## src/trpd_pkg.sv

```systemverilog
package trpd_pkg;

  // configuration register indexes
  localparam int CFG_INDEX_WIDTH = 2;
  localparam logic [CFG_INDEX_WIDTH-1:0] CFG_PIXEL_BYTES  = 2'd0;
  localparam logic [CFG_INDEX_WIDTH-1:0] CFG_RLE_MODE     = 2'd1;
  localparam logic [CFG_INDEX_WIDTH-1:0] CFG_IMAGE_PIXELS = 2'd2;

  localparam int CFG_DATA_WIDTH   = 25;
  localparam int PIXEL_BYTES_W    = 3;
  localparam int IMAGE_PIXELS_W   = 25;

  localparam logic [PIXEL_BYTES_W-1:0]  PIXEL_BYTES_RESET  = 3'd3;
  localparam logic [PIXEL_BYTES_W-1:0]  PIXEL_BYTES_BGRA   = 3'd4;
  localparam logic                      RLE_MODE_RESET     = 1'b1;
  localparam logic [IMAGE_PIXELS_W-1:0] IMAGE_PIXELS_RESET = '0;

  localparam int COUNT_WIDTH_DEFAULT = 25;

  // stream constants
  localparam int  RUN_BIT_POS = 7;
  localparam logic [7:0] OPAQUE_ALPHA = 8'd255;
  localparam int PACKET_COUNT_W = 8;

  // job queue between front and back
  localparam int QUEUE_DEPTH = 2;

  typedef struct packed {
    logic [7:0] data_byte;
    logic       new_image;
  } in_item_t;

  typedef struct packed {
    logic [31:0] pixel_first;
    logic [31:0] pixel_second;
    logic        second_valid;
    logic        last_of_packet;
    logic        image_done;
    logic        overrun;
  } out_item_t;

  // one decoded pixel with its repeat count
  typedef struct packed {
    logic                      clear;
    logic [PACKET_COUNT_W-1:0] count;
    logic [31:0]               pix;
  } job_t;

  // queue status seen by the front
  typedef struct packed {
    logic full;
  } queue_status_t;

endpackage

```

## src/trpd_front.sv

```systemverilog
module trpd_front (
  input  logic                                 clk,
  input  logic                                 rst_n,
  input  logic                                 in_valid,
  output logic                                 in_ready,
  input  trpd_pkg::in_item_t                   in_data,
  input  logic [trpd_pkg::PIXEL_BYTES_W-1:0]   pixel_bytes,
  input  logic                                 rle_mode,
  input  trpd_pkg::queue_status_t              q_status,
  output logic                                 push,
  output trpd_pkg::job_t                       push_job
);

  logic                                expect_header_r, expect_header_nxt;
  logic                                is_run_r, is_run_nxt;
  logic [trpd_pkg::PACKET_COUNT_W-1:0] left_r, left_nxt;
  logic [1:0]                          bip_r, bip_nxt;
  logic [31:0]                         asm_r, asm_nxt;
  logic                                pend_clear_r, pend_clear_nxt;

  logic                                accept;
  logic                                eh, run;
  logic [trpd_pkg::PACKET_COUNT_W-1:0] left;
  logic [1:0]                          bip, bip_inc;
  logic [31:0]                         asm_cur, asm_ins;
  logic                                four, complete, clear_flag;
  logic [7:0]                          b;

  assign in_ready = !q_status.full;
  assign accept   = in_valid && in_ready;
  assign b        = in_data.data_byte;
  assign four     = (pixel_bytes == trpd_pkg::PIXEL_BYTES_BGRA);

  // decoder state as seen by this byte, after an optional clear
  assign eh         = in_data.new_image ? 1'b1 : expect_header_r;
  assign run        = in_data.new_image ? 1'b0 : is_run_r;
  assign left       = in_data.new_image ? '0 : left_r;
  assign bip        = in_data.new_image ? 2'd0 : bip_r;
  assign asm_cur    = in_data.new_image ? 32'd0 : asm_r;
  assign clear_flag = pend_clear_r || in_data.new_image;
  assign bip_inc    = bip + 2'd1;

  // place the byte: stream order b, g, r, a
  always_comb begin
    asm_ins = asm_cur;
    case (bip)
      2'd0:    asm_ins[23:16] = b;
      2'd1:    asm_ins[15:8]  = b;
      2'd2:    asm_ins[7:0]   = b;
      default: asm_ins[31:24] = b;
    endcase
  end

  assign complete = (bip_inc == 2'd0) || (!four && (bip_inc == 2'd3));

  // packet and pixel tracking
  always_comb begin
    expect_header_nxt = expect_header_r;
    is_run_nxt        = is_run_r;
    left_nxt          = left_r;
    bip_nxt           = bip_r;
    asm_nxt           = asm_r;
    pend_clear_nxt    = pend_clear_r;
    push              = 1'b0;
    push_job.clear    = clear_flag;
    push_job.count    = trpd_pkg::PACKET_COUNT_W'(1);
    push_job.pix      = four ? asm_ins : {trpd_pkg::OPAQUE_ALPHA, asm_ins[23:0]};
    if (accept) begin
      expect_header_nxt = eh;
      is_run_nxt        = run;
      left_nxt          = left;
      pend_clear_nxt    = clear_flag;
      if (rle_mode && eh) begin
        is_run_nxt        = b[trpd_pkg::RUN_BIT_POS];
        left_nxt          = {1'b0, b[6:0]} + trpd_pkg::PACKET_COUNT_W'(1);
        expect_header_nxt = 1'b0;
        bip_nxt           = 2'd0;
        asm_nxt           = 32'd0;
      end else if (!complete) begin
        bip_nxt = bip_inc;
        asm_nxt = asm_ins;
      end else begin
        bip_nxt        = 2'd0;
        asm_nxt        = 32'd0;
        push           = 1'b1;
        pend_clear_nxt = 1'b0;
        if (rle_mode) begin
          if (run) begin
            push_job.count    = left;
            left_nxt          = '0;
            expect_header_nxt = 1'b1;
          end else begin
            if (left > 1) begin
              left_nxt = left - trpd_pkg::PACKET_COUNT_W'(1);
            end else begin
              left_nxt          = '0;
              expect_header_nxt = 1'b1;
            end
          end
        end
      end
    end
  end

  always_ff @(posedge clk) begin
    if (!rst_n) begin
      expect_header_r <= 1'b1;
      is_run_r        <= 1'b0;
      left_r          <= '0;
      bip_r           <= 2'd0;
      asm_r           <= 32'd0;
      pend_clear_r    <= 1'b0;
    end else begin
      expect_header_r <= expect_header_nxt;
      is_run_r        <= is_run_nxt;
      left_r          <= left_nxt;
      bip_r           <= bip_nxt;
      asm_r           <= asm_nxt;
      pend_clear_r    <= pend_clear_nxt;
    end
  end

endmodule

```

## src/trpd_queue.sv

```systemverilog
module trpd_queue (
  input  logic                    clk,
  input  logic                    rst_n,
  input  logic                    push,
  input  trpd_pkg::job_t          push_job,
  output trpd_pkg::queue_status_t status,
  output logic                    q_valid,
  output trpd_pkg::job_t          q_job,
  input  logic                    pop
);

  localparam int PW = (trpd_pkg::QUEUE_DEPTH > 1) ? $clog2(trpd_pkg::QUEUE_DEPTH) : 1;
  localparam int CNTW = $clog2(trpd_pkg::QUEUE_DEPTH + 1);
  localparam logic [CNTW-1:0] DEPTH_C = CNTW'(trpd_pkg::QUEUE_DEPTH);
  localparam logic [PW-1:0]   LAST_C  = PW'(trpd_pkg::QUEUE_DEPTH - 1);

  trpd_pkg::job_t mem_r [trpd_pkg::QUEUE_DEPTH];
  logic [PW-1:0]   wr_ptr_r, wr_ptr_nxt;
  logic [PW-1:0]   rd_ptr_r, rd_ptr_nxt;
  logic [CNTW-1:0] cnt_r, cnt_nxt;
  logic            do_push, do_pop;

  assign status.full = (cnt_r == DEPTH_C);
  assign q_valid     = (cnt_r != '0);
  assign q_job       = mem_r[rd_ptr_r];
  assign do_push     = push && !status.full;
  assign do_pop      = pop && q_valid;

  // pointer and fill bookkeeping
  always_comb begin
    wr_ptr_nxt = wr_ptr_r;
    rd_ptr_nxt = rd_ptr_r;
    cnt_nxt    = cnt_r;
    if (do_push) begin
      wr_ptr_nxt = (wr_ptr_r == LAST_C) ? '0 : wr_ptr_r + PW'(1);
    end
    if (do_pop) begin
      rd_ptr_nxt = (rd_ptr_r == LAST_C) ? '0 : rd_ptr_r + PW'(1);
    end
    if (do_push && !do_pop) begin
      cnt_nxt = cnt_r + CNTW'(1);
    end else if (!do_push && do_pop) begin
      cnt_nxt = cnt_r - CNTW'(1);
    end
  end

  always_ff @(posedge clk) begin
    if (!rst_n) begin
      wr_ptr_r <= '0;
      rd_ptr_r <= '0;
      cnt_r    <= '0;
    end else begin
      wr_ptr_r <= wr_ptr_nxt;
      rd_ptr_r <= rd_ptr_nxt;
      cnt_r    <= cnt_nxt;
    end
  end

  // storage
  always_ff @(posedge clk) begin
    if (do_push) begin
      mem_r[wr_ptr_r] <= push_job;
    end
  end

endmodule

```

## src/trpd_back.sv

```systemverilog
module trpd_back #(
  parameter int COUNT_WIDTH = trpd_pkg::COUNT_WIDTH_DEFAULT
) (
  input  logic                                 clk,
  input  logic                                 rst_n,
  input  logic [trpd_pkg::IMAGE_PIXELS_W-1:0]  image_pixels,
  input  logic                                 q_valid,
  input  trpd_pkg::job_t                       q_job,
  output logic                                 pop,
  output logic                                 out_valid,
  input  logic                                 out_ready,
  output trpd_pkg::out_item_t                  out_data
);

  localparam int WIDE = (COUNT_WIDTH > trpd_pkg::IMAGE_PIXELS_W) ?
                        COUNT_WIDTH : trpd_pkg::IMAGE_PIXELS_W;
  localparam int MW = WIDE + 2;
  localparam logic [MW-1:0] COUNT_MAX = MW'({COUNT_WIDTH{1'b1}});

  logic                                loaded_r, loaded_nxt;
  logic [31:0]                         pix_r, pix_nxt;
  logic [trpd_pkg::PACKET_COUNT_W-1:0] rem_r, rem_nxt;
  logic [COUNT_WIDTH-1:0]              emitted_r, emitted_nxt;
  logic                                ovr_r, ovr_nxt;
  logic                                out_valid_r, out_valid_nxt;
  trpd_pkg::out_item_t                 out_data_r, out_data_nxt;

  logic [MW-1:0] img, lim, em, em_t, rem_w;
  logic          can1, can2, beat, last, done, drop;
  logic [1:0]    t;
  logic [trpd_pkg::PACKET_COUNT_W-1:0] rem_left;

  // how many pixels of the current job fit before the limit
  assign img   = MW'(image_pixels);
  assign lim   = (img < COUNT_MAX) ? img : COUNT_MAX;
  assign em    = MW'(emitted_r);
  assign rem_w = MW'(rem_r);
  assign can1  = (em < lim) && (rem_r != '0);
  assign can2  = can1 && (rem_r > trpd_pkg::PACKET_COUNT_W'(1)) && ((em + MW'(1)) < lim);
  assign t     = can2 ? 2'd2 : (can1 ? 2'd1 : 2'd0);
  assign em_t  = em + MW'(t);
  assign rem_left = rem_r - trpd_pkg::PACKET_COUNT_W'(t);
  assign last  = (t == 2'd0) || (rem_left == '0) || (em_t >= lim);
  assign done  = (t == 2'd0) || (em_t >= img);
  assign drop  = (em + rem_w) > lim;

  assign beat = loaded_r && (!out_valid_r || out_ready);
  assign pop  = q_valid && (!loaded_r || (beat && last));

  // result formation and job sequencing
  always_comb begin
    loaded_nxt    = loaded_r;
    pix_nxt       = pix_r;
    rem_nxt       = rem_r;
    emitted_nxt   = emitted_r;
    ovr_nxt       = ovr_r;
    out_valid_nxt = out_valid_r && !out_ready;
    out_data_nxt  = out_data_r;
    if (beat) begin
      out_valid_nxt               = 1'b1;
      out_data_nxt.pixel_first    = (t != 2'd0) ? pix_r : 32'd0;
      out_data_nxt.pixel_second   = (t == 2'd2) ? pix_r : 32'd0;
      out_data_nxt.second_valid   = (t == 2'd2);
      out_data_nxt.last_of_packet = 1'b1;
      out_data_nxt.last_of_packet = last;
      out_data_nxt.image_done     = done;
      out_data_nxt.overrun        = ovr_r || drop;
      emitted_nxt                 = em_t[COUNT_WIDTH-1:0];
      rem_nxt                     = rem_left;
      ovr_nxt                     = ovr_r || drop;
      if (last) begin
        loaded_nxt = 1'b0;
      end
    end
    if (pop) begin
      loaded_nxt = 1'b1;
      pix_nxt    = q_job.pix;
      rem_nxt    = q_job.count;
      if (q_job.clear) begin
        emitted_nxt = '0;
        ovr_nxt     = 1'b0;
      end
    end
  end

  always_ff @(posedge clk) begin
    if (!rst_n) begin
      loaded_r    <= 1'b0;
      emitted_r   <= '0;
      ovr_r       <= 1'b0;
      out_valid_r <= 1'b0;
    end else begin
      loaded_r    <= loaded_nxt;
      emitted_r   <= emitted_nxt;
      ovr_r       <= ovr_nxt;
      out_valid_r <= out_valid_nxt;
    end
  end

  always_ff @(posedge clk) begin
    pix_r      <= pix_nxt;
    rem_r      <= rem_nxt;
    out_data_r <= out_data_nxt;
  end

  assign out_valid = out_valid_r;
  assign out_data  = out_data_r;

endmodule

```

## src/tga_rle_pixel_decoder.sv

```systemverilog
// a completed pixel passes the job queue, the back end job registers and the output register
// throughput: one byte per cycle; the back end emits one result (up to two pixels) per cycle
//   while the receiver takes them; runs pack two pixels per result, literal pixels one each
// input stalls only when the two-entry job queue between front and back is full
// reset: synchronous active-low rst_n empties the queue and output register, restores
//   pixel_bytes 3, rle_mode 1, image_pixels 0 and expects a packet header
module tga_rle_pixel_decoder #(
  parameter int COUNT_WIDTH = trpd_pkg::COUNT_WIDTH_DEFAULT
) (
  input  logic                                  clk,
  input  logic                                  rst_n,
  input  logic                                  in_valid,
  output logic                                  in_ready,
  input  trpd_pkg::in_item_t                    in_data,
  output logic                                  out_valid,
  input  logic                                  out_ready,
  output trpd_pkg::out_item_t                   out_data,
  input  logic                                  cfg_valid,
  output logic                                  cfg_ready,
  input  logic [trpd_pkg::CFG_INDEX_WIDTH-1:0]  cfg_index,
  input  logic [trpd_pkg::CFG_DATA_WIDTH-1:0]   cfg_data
);

  logic [trpd_pkg::PIXEL_BYTES_W-1:0]  pixel_bytes_r, pixel_bytes_nxt;
  logic                                rle_mode_r, rle_mode_nxt;
  logic [trpd_pkg::IMAGE_PIXELS_W-1:0] image_pixels_r, image_pixels_nxt;

  trpd_pkg::queue_status_t q_status;
  trpd_pkg::job_t          push_job, q_job;
  logic                    push, q_valid, pop;

  // configuration registers
  assign cfg_ready = 1'b1;

  always_comb begin
    pixel_bytes_nxt  = pixel_bytes_r;
    rle_mode_nxt     = rle_mode_r;
    image_pixels_nxt = image_pixels_r;
    if (cfg_valid) begin
      unique case (cfg_index)
        trpd_pkg::CFG_PIXEL_BYTES:  pixel_bytes_nxt  = cfg_data[trpd_pkg::PIXEL_BYTES_W-1:0];
        trpd_pkg::CFG_RLE_MODE:     rle_mode_nxt     = cfg_data[0];
        trpd_pkg::CFG_IMAGE_PIXELS: image_pixels_nxt = cfg_data[trpd_pkg::IMAGE_PIXELS_W-1:0];
        default: ;
      endcase
    end
  end

  always_ff @(posedge clk) begin
    if (!rst_n) begin
      pixel_bytes_r  <= trpd_pkg::PIXEL_BYTES_RESET;
      rle_mode_r     <= trpd_pkg::RLE_MODE_RESET;
      image_pixels_r <= trpd_pkg::IMAGE_PIXELS_RESET;
    end else begin
      pixel_bytes_r  <= pixel_bytes_nxt;
      rle_mode_r     <= rle_mode_nxt;
      image_pixels_r <= image_pixels_nxt;
    end
  end

  // byte parsing and pixel assembly
  trpd_front u_front (
    .clk         (clk),
    .rst_n       (rst_n),
    .in_valid    (in_valid),
    .in_ready    (in_ready),
    .in_data     (in_data),
    .pixel_bytes (pixel_bytes_r),
    .rle_mode    (rle_mode_r),
    .q_status    (q_status),
    .push        (push),
    .push_job    (push_job)
  );

  // decoupling queue
  trpd_queue u_queue (
    .clk      (clk),
    .rst_n    (rst_n),
    .push     (push),
    .push_job (push_job),
    .status   (q_status),
    .q_valid  (q_valid),
    .q_job    (q_job),
    .pop      (pop)
  );

  // pixel counting and result emission
  trpd_back #(
    .COUNT_WIDTH (COUNT_WIDTH)
  ) u_back (
    .clk          (clk),
    .rst_n        (rst_n),
    .image_pixels (image_pixels_r),
    .q_valid      (q_valid),
    .q_job        (q_job),
    .pop          (pop),
    .out_valid    (out_valid),
    .out_ready    (out_ready),
    .out_data     (out_data)
  );

endmodule

```

## config.mk

```make
export PLATFORM = sky130hd
export DESIGN_NAME = tga_rle_pixel_decoder
export DESIGN_NICKNAME = d
export VERILOG_FILES = /design/src/trpd_pkg.sv /design/src/trpd_front.sv /design/src/trpd_queue.sv /design/src/trpd_back.sv /design/src/tga_rle_pixel_decoder.sv
export SDC_FILE = /design/constraint.sdc
export NUM_CORES = 1
export LEC_CHECK = 0
export BUFFER_PORTS_ARGS = -buffer_cell sky130_fd_sc_hd__buf_2
export CORE_MARGIN = 2
export CORE_UTILIZATION = 61
export CTS_CLUSTER_DIAMETER = 200
export CTS_CLUSTER_SIZE = 20
export DETAILED_ROUTE_END_ITERATION = 10
export PLACE_DENSITY = 0.88
export SYNTH_ARGS = -nofsm -noshare
export SYNTH_HDL_FRONTEND = slang
export SYNTH_SLANG_ARGS = --single-unit
```

## constraint.sdc

```tcl
create_clock -name clk -period 9.1 [get_ports clk]
set_input_delay 0.91 -clock clk [delete_from_list [all_inputs] [get_ports clk]]
set_output_delay 0.91 -clock clk [all_outputs]
set_load 0.02 [all_outputs]
```

==> flow_summary.ini, run 1 <==
[sta]
clock_skew_ps = 17.40
hold_viol_final = 0
slew_headroom_pct = 19.22
finalSetupTns_ps = 0
fin_ws_ps = 981.0
setup_viol = 0
period_share_pct = 89.22
tightestPinTransition_ps = 1199
rsz0062_at_grt = false
max_freq_mhz = 123.2
drv_slew = 0
whs_ps = 465.2
min_period_ps = 8119

[clocking]
clkLatencyLatePin_ps = 530
clock_sinks = 297
cts_tree = yes
path_clk_slew_ps = 100
post-cts-setup-buffers = 0
cts_buffer_depth = 3
h-tree-depth = 1
cts_buffers = 18
cts_hold_buffers = 0
cts-root-buf = clkbuf_16
cts_resized = 0

[power_and_ir_drop]
p_leak_nw = 6.694
p_per_area_mw_per_mm2 = 144.4
combPwrFrac_pct = 10.6
p_switching_w = 0.0006177
clkPwrFrac_pct = 32.2
ir_drop_uv = 130.2
p_seq_share_pct = 57.3
netSwitchingFraction_pct = 24.21
p_int_w = 0.001933

[grt]
grt.overflow.total = 0
grtUsageTotal_pct = 28.78
grt_max_degree = 78
grt_pass1_wl_um = 64070
grt_antenna_before_repair = 0
grt_pass1_vias = 11710

[yosys]
synth_top_area_cell = edfxtp_1
synth_nets = 1777
netlist-cell-type-count = 77
avgSynthCellArea_um2 = 10.28
synth-seq-area-share_pct = 47.79
syn_area_mm2 = 0.01642
synth.area.top_cells = edfxtp_1 35%, dfxtp_1 13%, ha_1 10%, nand2_1 5.2%, and2_1 3.5%
synth-edff-count = 190
postSynthCellCount = 1598
async_flop_share_pct = 0
yosysTopAreaCellShare_pct = 34.75
ys_ff_latch = 297
ys.flop_type = edfxtp_1
ys_warn_count = 0

[critical_path]
critPathBufInv = 2
start_kind = flop
cpMaxStageDelayCell = dfxtp_1
cpPeakStageDelay_ps = 640
crit_family = simple AND/OR/NAND/NOR gates
cp_data_required_time_ps = 9300
crit_type = reg -> reg
worst_setup_path_end_kind = flop
cp_max_fo = 46
arrival_ps = 8320

[floorplanning]
start_util_pct = 61.44
die_w_um = 168.1
dieArea_mm2 = 0.02825
die-height_um = 168.1
io_pins = 112
fp.coreArea_mm2 = 0.02673
num_rows = 60

[layout]
multi_input_area_mm2 = 0.007963
fill_cells = 1998
final-seq-area_mm2 = 0.007849
drive_gt1_share_pct = 11.44
syn2layout_area_growth_pct = 7.605
antenna_cells = 0
nets = 1837

[detailed_routing]
vias_per_cell = 6.015
vias = 12100
drt_first_iter_violations = 935
wire_per_inst_um = 20.24
ant_nets = 0
drc = 0
drt_first_pass_iters = 5
drt_wl_total_um = 40710

[placement]
place_congestion = 1.001
dp.final_hpwl_um = 29610
place_ws_ps = 1122
numPortBuffers = 110

[hold_path]
hold_path_class = reg -> reg

[flow_run]
maxCapViolations = 0

[outcome]
outcome = finished clean
routing by layer:
layer	vias up	GRT usage [%]	routed length (µm)
met2	450	49.14	19850
met3	94	2.985	2314
met4	0	11.17	1617
li1	5746	-	-
met5	-	0	0
met1	5806	38.14	16920
worst reg2reg max path, delay by kind of cell, from the launching register on:
family          cells  cell delay, ps
simple gates       15            3960
flops               1             640
xor+xnor            2             320
fa+ha+maj           3             910
buf+inv             2             700
compound gates      7            1270
layout make-up:
cell class,instances,area share [%]
flip-flops and latches,297,44.42
clock buffers,30,2.804
well taps,341,2.415
repair buffers,121,3.583
multi-input cells,1149,45.07
inverters,71,1.508
clock inverters,2,0.1983
cells in the final DEF (no fill, tap or decap), types with 18 or more instances in the layout:
master,netlist,layout
a21boi_0,53,53
a21o_1,18,18
a21oi_1,63,63
and2_1,91,91
buf_2,8,110
clkbuf_16,0,18
dfxtp_1,107,106
edfxtp_1,190,190
ha_1,135,135
inv_1,70,69
mux2_2,34,34
nand2_1,227,227
nand2b_1,37,37
nand3_1,31,31
nand4_1,26,26
nor2_1,72,72
nor3_1,18,18
o21ai_0,63,63
xnor2_1,59,59
xor2_1,52,52
registers in the layout (all words and copies together), names as in the netlist, 2 cells and up, named ones only:
register and count:
u_queue.mem_r 82, u_back.out_data 68, u_back.pix_r 32, u_front.asm_r 32
image_pixels_r 25, u_back.emitted_r 25, u_back.rem_r 8, u_front.left_r 8
pixel_bytes_r 3, u_front.bip_r 2, u_queue.cnt_r 2
Yosys cell counts (9+ instances only):
cell type / n
nor3_1: 18
o311ai_0: 11
nor4_1: 9
inv_1: 70
and3_1: 11
edfxtp_1: 190
a21o_1: 18
nand2_1: 227
nand4_1: 26
and2_1: 91
xnor2_1: 59
dfxtp_1: 107
mux2i_1: 16
nor2b_1: 17
mux2_2: 34
o21ai_0: 63
xor2_1: 52
o21a_1: 9
ha_1: 135
nand3_1: 31
o211ai_1: 10
nor2_1: 72
a21boi_0: 53
a21oi_1: 63
nand2b_1: 37
clkbuf_1: 60
worst paths after layout:
| path | startpoint | to | slack (ps) | cells after the start |
|---|---|---|---|---|
| setup reg to reg | u_back.emitted_r[8]$_SDFF_PN0_ | u_back.rem_r[0]$_DFFE_PP_ | 980 | 29 |
| setup / recovery | u_back.emitted_r[8]$_SDFF_PN0_ | u_back.rem_r[0]$_DFFE_PP_ | 980 | 29 |
| hold reg to reg | u_front.asm_r[28]$_SDFFE_PN0P_ | u_front.asm_r[28]$_SDFFE_PN0P_ | 470 | 1 |
| hold / removal | u_front.asm_r[28]$_SDFFE_PN0P_ | u_front.asm_r[28]$_SDFFE_PN0P_ | 470 | 1 |
power groups by stage:
stage                     sequential, W  combinational [W]  clock (W)
after global placement          0.00149           0.000256          0
after floorplan                 0.00149           0.000183          0
after global routing            0.00146           0.000296   0.000877
final                           0.00146           0.000269   0.000821
after CTS                       0.00146           0.000266   0.000832
after detailed placement        0.00149           0.000263          0
metrics by stage:
stage                     area (µm²)  power [W]  util, %  cells
after global placement         17140   0.001746    64.12   1979
after detailed placement       17140   0.001755    64.12   1979
after CTS                      17670   0.002558    66.11   2011
after global routing           17670   0.002635    66.11   2011
after floorplan                16420   0.001670        -   1598
final                          17670   0.002551    66.11   2011
cell families after synthesis:
group,count (synthesis),share of synthesized area [%]
AND/OR/NAND/NOR,569,17.12
flip-flops,297,47.79
AO/OA/AOI/OAI,279,11.34
buffers and inverters,152,3.787
adder cells (fa/ha/maj),139,10.71
XOR/XNOR,111,5.921
multiplexers,50,3.307
other,1,0.02284
No activity file was read; power rests on OpenSTA's default activity.
==> inputs of run 2 (changes only) <==
--- a/config.mk
+++ b/config.mk
@@ -6,11 +6,12 @@
 export NUM_CORES = 1
 export LEC_CHECK = 0
 export BUFFER_PORTS_ARGS = -buffer_cell sky130_fd_sc_hd__buf_2
-export CORE_MARGIN = 2
+export CORE_MARGIN = 3
 export CORE_UTILIZATION = 61
 export CTS_CLUSTER_DIAMETER = 200
 export CTS_CLUSTER_SIZE = 20
 export DETAILED_ROUTE_END_ITERATION = 10
+export MAX_ROUTING_LAYER = met4
 export PLACE_DENSITY = 0.88
 export SYNTH_ARGS = -nofsm -noshare
 export SYNTH_HDL_FRONTEND = slang
==> run 2 against run 1 <==
  * Routed wire length is 0.70% lower
  * Global-route usage down 0.67 points
  * Clock power up 0.7%
  * Critical path type unchanged
  * Clock skew is 8.6 ps higher
  * Hold slack better by 0.62 ps
  * Final cell count is 0.30% lower
  * Final area down 0.11%
  * Sequential power hardly changed
  * First-iteration DRC count rose by 16%
  * Die area is 2.4% higher
==> flow_summary.ini, run 2 (synthesized netlist as in run 1, its figures left out) <==
[outcome]
outcome = finished clean

[sta]
whs_ps = 465.9
hold_viol_final = 0
period_share_pct = 89.67
slew_headroom_pct = 22.62
finalSetupTns_ps = 0
drv_slew = 0
min_period_ps = 8160
rsz0062_at_grt = false
setup_viol = 0
clock_skew_ps = 25.96
tightestPinTransition_ps = 1157
max_freq_mhz = 122.5

[detailed_routing]
drt-met1-wl_um = 17030
vias = 12240
ant_nets = 0
top_layer_used = met4
wl_met3_um = 3302
wire_per_inst_um = 20.16
drt_first_pass_iters = 6
drt_wl_total_um = 40420
wl_met2_um = 19100
drc = 0
vias_per_cell = 6.102
drt_first_iter_violations = 1089

[floorplanning]
die-height_um = 170.1
dieArea_mm2 = 0.02892
fp.coreArea_mm2 = 0.02628
die_w_um = 170.1
start_util_pct = 62.48
num_rows = 59
io_pins = 112

[placement]
dp.cells = 1973
place_congestion = 0.9928
dp.final_hpwl_um = 29340
numPortBuffers = 110

[critical_path]
r2r_start = u_back.emitted_r[8]$_SDFF_PN0_
crit_type = reg -> reg
start_kind = flop
worst_r2r_path_depth = 26
cp_max_fo = 26
worst_setup_path_end_kind = flop
arrival_ps = 8530
reg2reg_slack_ps = 940
cp_data_required_time_ps = 9460
r2r-end = u_back.ovr_r$_SDFF_PN0_

[layout]
postLayoutCoreUtil_pct = 67.16
fin_cells = 2005
antenna_cells = 0
multi_input_area_mm2 = 0.007956
final-seq-area_mm2 = 0.007849
nets = 1837
fill_cells = 1939
top_register = u_queue.mem_r
drive_gt1_share_pct = 11.44
mostFrequentLayoutCells = 227 x nand2_1, 190 x edfxtp_1, 135 x ha_1
largest_register_ffs = 82
syn2layout_area_growth_pct = 7.490
mostFrequentLayoutCell = nand2_1

[grt]
grt.overflow.total = 0
grt_max_degree = 78
grt_pass1_vias = 11590
grt_pass1_wl_um = 62610
grtUsageTotal_pct = 28.11
grt_antenna_before_repair = 0

[hold_path]
hold_path_class = reg -> reg
hp-start = u_front.asm_r[25]$_SDFFE_PN0P_
hold_end = u_front.asm_r[25]$_SDFFE_PN0P_
min_path_cells = 1

[power_and_ir_drop]
p_leak_nw = 6.693
power_w = 0.002559
p_int_w = 0.001946
p_switching_w = 0.0006129
p_per_area_mw_per_mm2 = 145.0
netSwitchingFraction_pct = 23.95
clkPwrFrac_pct = 32.3
combPwrFrac_pct = 10.7
ir_drop_uv = 127.8
p_seq_share_pct = 57.0

[clocking]
post-cts-setup-buffers = 0
cts_buffer_depth = 3
cts_buffers = 18
clock_sinks = 297
cts-root-buf = clkbuf_16
clkLatencyLatePin_ps = 510
cts_hold_buffers = 0
path_clk_slew_ps = 100
cts_tree = yes
cts_resized = 0
h-tree-depth = 1

[flow_run]
maxCapViolations = 0
run 2: layout make-up:
cell class              instances  area share [%]
inverters                      71           1.510
clock buffers                  31           2.949
repair buffers                121           3.587
multi-input cells            1149           45.08
clock inverters                 1         0.02836
well taps                     335           2.375
flip-flops and latches        297           44.47
run 2: worst max path at each step:
stage | start | endpoint | slack [ps]
2_1_floorplan | in_data[0] | u_queue.mem_r[0][0]$_DFFE_PP_ | 2290
4_1_cts | u_back.emitted_r[8]$_SDFF_PN0_ | u_back.emitted_r[12]$_SDFF_PN0_ | 1110
6_report | u_back.emitted_r[8]$_SDFF_PN0_ | u_back.ovr_r$_SDFF_PN0_ | 940
5_1_grt | u_back.emitted_r[8]$_SDFF_PN0_ | u_back.emitted_r[11]$_SDFF_PN0_ | 230
3_5_place_dp | u_back.emitted_r[8]$_SDFF_PN0_ | u_back.ovr_r$_SDFF_PN0_ | 1130
3_3_place_gp | u_back.emitted_r[8]$_SDFF_PN0_ | u_back.ovr_r$_SDFF_PN0_ | 1420
run 2: routing by layer:
metal | track usage, % | vias up
met5 | - | -
met4 | 7.302 | 0
met3 | 4.135 | 85
met2 | 44.86 | 566
met1 | 38.11 | 5849
li1 | - | 5735
run 2: power groups by stage:
stage	combinational [W]	sequential [W]	clock [W]
floorplan	0.000183	0.00149	0
global placement	0.000253	0.00149	0
detailed placement	0.000266	0.00149	0
CTS	0.000269	0.00146	0.000832
global route	0.000297	0.00146	0.000878
finish	0.000273	0.00146	0.000827
run 2: critical path, stage by stage (launching register included):
cell and delay, ps:
dfxtp_1 660, nand4_1 340, or3_1 530, nor2_1 210, xor2_1 180, ha_1 260
a21o_1 180, a2111oi_0 350, o21ai_1 120, o211ai_1 120, nor3b_2 360, and2_1 280
fa_1 300, and3_1 240, nand3_1 300, nor3_1 500, nand2_1 150, xnor2_1 180
ha_1 320, a21oi_1 60, o21ai_0 330, o211ai_1 160, o2111a_1 270, o211a_2 180
a31oi_4 470, a21bo_1 830, nor3b_1 120
run 2: through the flow:
step	worst slack [ps]	cell area [µm²]
5_1_grt	234.5	17650
6_report	939.8	17650
2_1_floorplan	2292	16420
3_3_place_gp	1415	17120
3_5_place_dp	1134	17120
4_1_cts	1109	17650
==> inputs of run 3 (changes only) <==
--- a/config.mk
+++ b/config.mk
@@ -6,6 +6,7 @@
 export NUM_CORES = 1
 export LEC_CHECK = 0
 export BUFFER_PORTS_ARGS = -buffer_cell sky130_fd_sc_hd__buf_2
+export CAP_MARGIN = 15
 export CORE_MARGIN = 3
 export CORE_UTILIZATION = 61
 export CTS_CLUSTER_DIAMETER = 200
==> constraint.sdc (replaced) <==
create_clock -name clk -period 9.1 [get_ports clk]
set_input_delay 0 -clock clk [delete_from_list [all_inputs] [get_ports clk]]
set_output_delay 0 -clock clk [all_outputs]
set_load 0.02 [all_outputs]
==> run 3 against run 2 <==
  * Fmax decreased by 0.31%
  * Largest power group unchanged
  * Die area did not move
  * Clock skew rose by 4.3 ps
  * Via count up 1.0%
  * Worst setup slack got worse by 25 ps
  * Count of clock-buffer cells in the layout stayed put
  * Combinational power up 5%
  * First-iteration DRC count is 7.9% higher
  * Largest cell class unchanged
  * Core utilization grew 1.4 points
  * Final cell count grew 1.8%
  * Sequential share of layout area fell by 0.91 points
==> flow_summary.ini, run 3 (synthesized netlist as in run 1, its figures left out) <==
[outcome]
outcome = finished clean

[clocking]
cts-root-buf = clkbuf_16
clock_sinks = 297
cts_resized = 0
clkLatencyLatePin_ps = 520
path_clk_slew_ps = 100
cts_buffers = 18
cts_buffer_depth = 3
cts_tree = yes
h-tree-depth = 1

[grt]
grt.overflow.total = 0
grt_pass1_wl_um = 63560
grt_max_degree = 78
grt_antenna_before_repair = 0
grtUsageTotal_pct = 28.55
grt_pass1_vias = 11800

[hold_path]
hp-start = in_data[3]
min_path_cells = 3
hold_path_class = in -> reg
hold_end = u_queue.mem_r[0][18]$_DFFE_PP_

[power_and_ir_drop]
ir_drop_uv = 129.0
clkPwrFrac_pct = 32.2
combPwrFrac_pct = 11.1
p_int_w = 0.001956
p_switching_w = 0.0006187
p_leak_nw = 6.851
p_seq_share_pct = 56.7
netSwitchingFraction_pct = 24.03
power_w = 0.002575
p_per_area_mw_per_mm2 = 142.9

[detailed_routing]
vias_per_cell = 6.054
drt_wl_total_um = 41160
drt_first_iter_violations = 1175
wire_per_inst_um = 20.16
drc = 0
vias = 12360
ant_nets = 0
drt_first_pass_iters = 6

[critical_path]
reg2reg_slack_ps = 910
r2r-end = u_back.emitted_r[18]$_SDFF_PN0_
crit_type = reg -> reg
worst_setup_path_end_kind = flop
critPathBufInv = 0
worst_r2r_path_depth = 26
cp_data_required_time_ps = 9460
cpMaxStageDelayCell = a21bo_1
arrival_ps = 8550
crit_family = compound AO/OA/AOI/OAI gates
r2r_start = u_back.emitted_r[8]$_SDFF_PN0_
cpPeakStageDelay_ps = 830
start_kind = flop
cp_max_fo = 26

[sta]
min_period_ps = 8185
rsz0062_at_grt = false
tightestPinTransition_ps = 1163
hold_viol_final = 0
drv_slew = 0
period_share_pct = 89.95
clock_skew_ps = 30.30
slew_headroom_pct = 22.23
setup_viol = 0
max_freq_mhz = 122.2
finalSetupTns_ps = 0

[floorplanning]
dieArea_mm2 = 0.02892
start_util_pct = 62.48
fp.coreArea_mm2 = 0.02628
num_rows = 59
die_w_um = 170.1
die-height_um = 170.1
io_pins = 112

[layout]
syn2layout_area_growth_pct = 9.731
antenna_cells = 0
fill_cells = 1896
top_register = u_queue.mem_r
mostFrequentLayoutCells = 227 x nand2_1, 190 x edfxtp_1, 135 x ha_1
drive_gt1_share_pct = 11.25
largest_register_ffs = 82
nets = 1874
mostFrequentLayoutCell = nand2_1

[placement]
place_congestion = 0.9928
dp.final_hpwl_um = 29340
numPortBuffers = 110

[flow_run]
maxCapViolations = 0
==> run 3: tightest hold or removal path: stages <==
cell     delay, ps
buf_2          210
nand2_1         70
o21ai_0        130
==> run 3: layer usage <==
metal,vias to the layer above,GRT usage [%],routed length [µm]
li1,5807,-,-
met1,5946,38.49,17340
met2,540,45.80,19630
met3,70,4.111,3257
met4,0,7.584,935
met5,-,-,0
==> run 3: power groups by stage <==
stage	combinational, W	clock (W)	sequential [W]
after floorplan	0.000183	0	0.00149
after global placement	0.000253	0	0.00149
after detailed placement	0.000266	0	0.00149
after CTS	0.000280	0.000832	0.00146
after global routing	0.000311	0.000878	0.00146
final	0.000286	0.000830	0.00146
==> run 3: cell type report <==
cell class	instances	area (µm²)	area share (%)
clock buffer	31	520.5	2.889
clock inverter	1	5.005	0.02778
inverter	71	266.5	1.479
multi-input combinational	1149	7956	44.16
sequential	297	7849	43.56
tap	335	419.2	2.326
timing repair buffer	158	1001	5.556
==> run 3: how the worst max path moves through the flow <==
stage | start | endpoint | depth (start not counted)
floorplan | u_back.emitted_r[6]$_SDFF_PN0_ | u_back.rem_r[5]$_DFFE_PP_ | 27
global placement | u_back.emitted_r[8]$_SDFF_PN0_ | u_back.ovr_r$_SDFF_PN0_ | 24
detailed placement | u_back.emitted_r[8]$_SDFF_PN0_ | u_back.ovr_r$_SDFF_PN0_ | 24
CTS | u_back.emitted_r[8]$_SDFF_PN0_ | u_back.emitted_r[12]$_SDFF_PN0_ | 24
global route | u_back.emitted_r[8]$_SDFF_PN0_ | u_back.emitted_r[11]$_SDFF_PN0_ | 24
finish | u_back.emitted_r[8]$_SDFF_PN0_ | u_back.emitted_r[18]$_SDFF_PN0_ | 26
==> run 3: stage by stage <==
stage	util (%)	hold slack [ps]	area (µm²)	instances	setup WS [ps]
global route	68.56	52.17	18020	2042	231.7
global placement	65.16	247.9	17120	1973	1415
floorplan	-	125.1	16420	1598	2683
CTS	68.53	9.657	18010	2041	1109
finish	68.56	37.22	18020	2042	914.6
detailed placement	65.16	256.7	17120	1973	1134
==> run 3: repair_timing <==
action / in CTS / in global routing
setup endpoints to repair: 0 / 0
setup buffers: 0 / 0
hold buffers: 36 / 0
endpoints found under the hold margin: 37 / 0
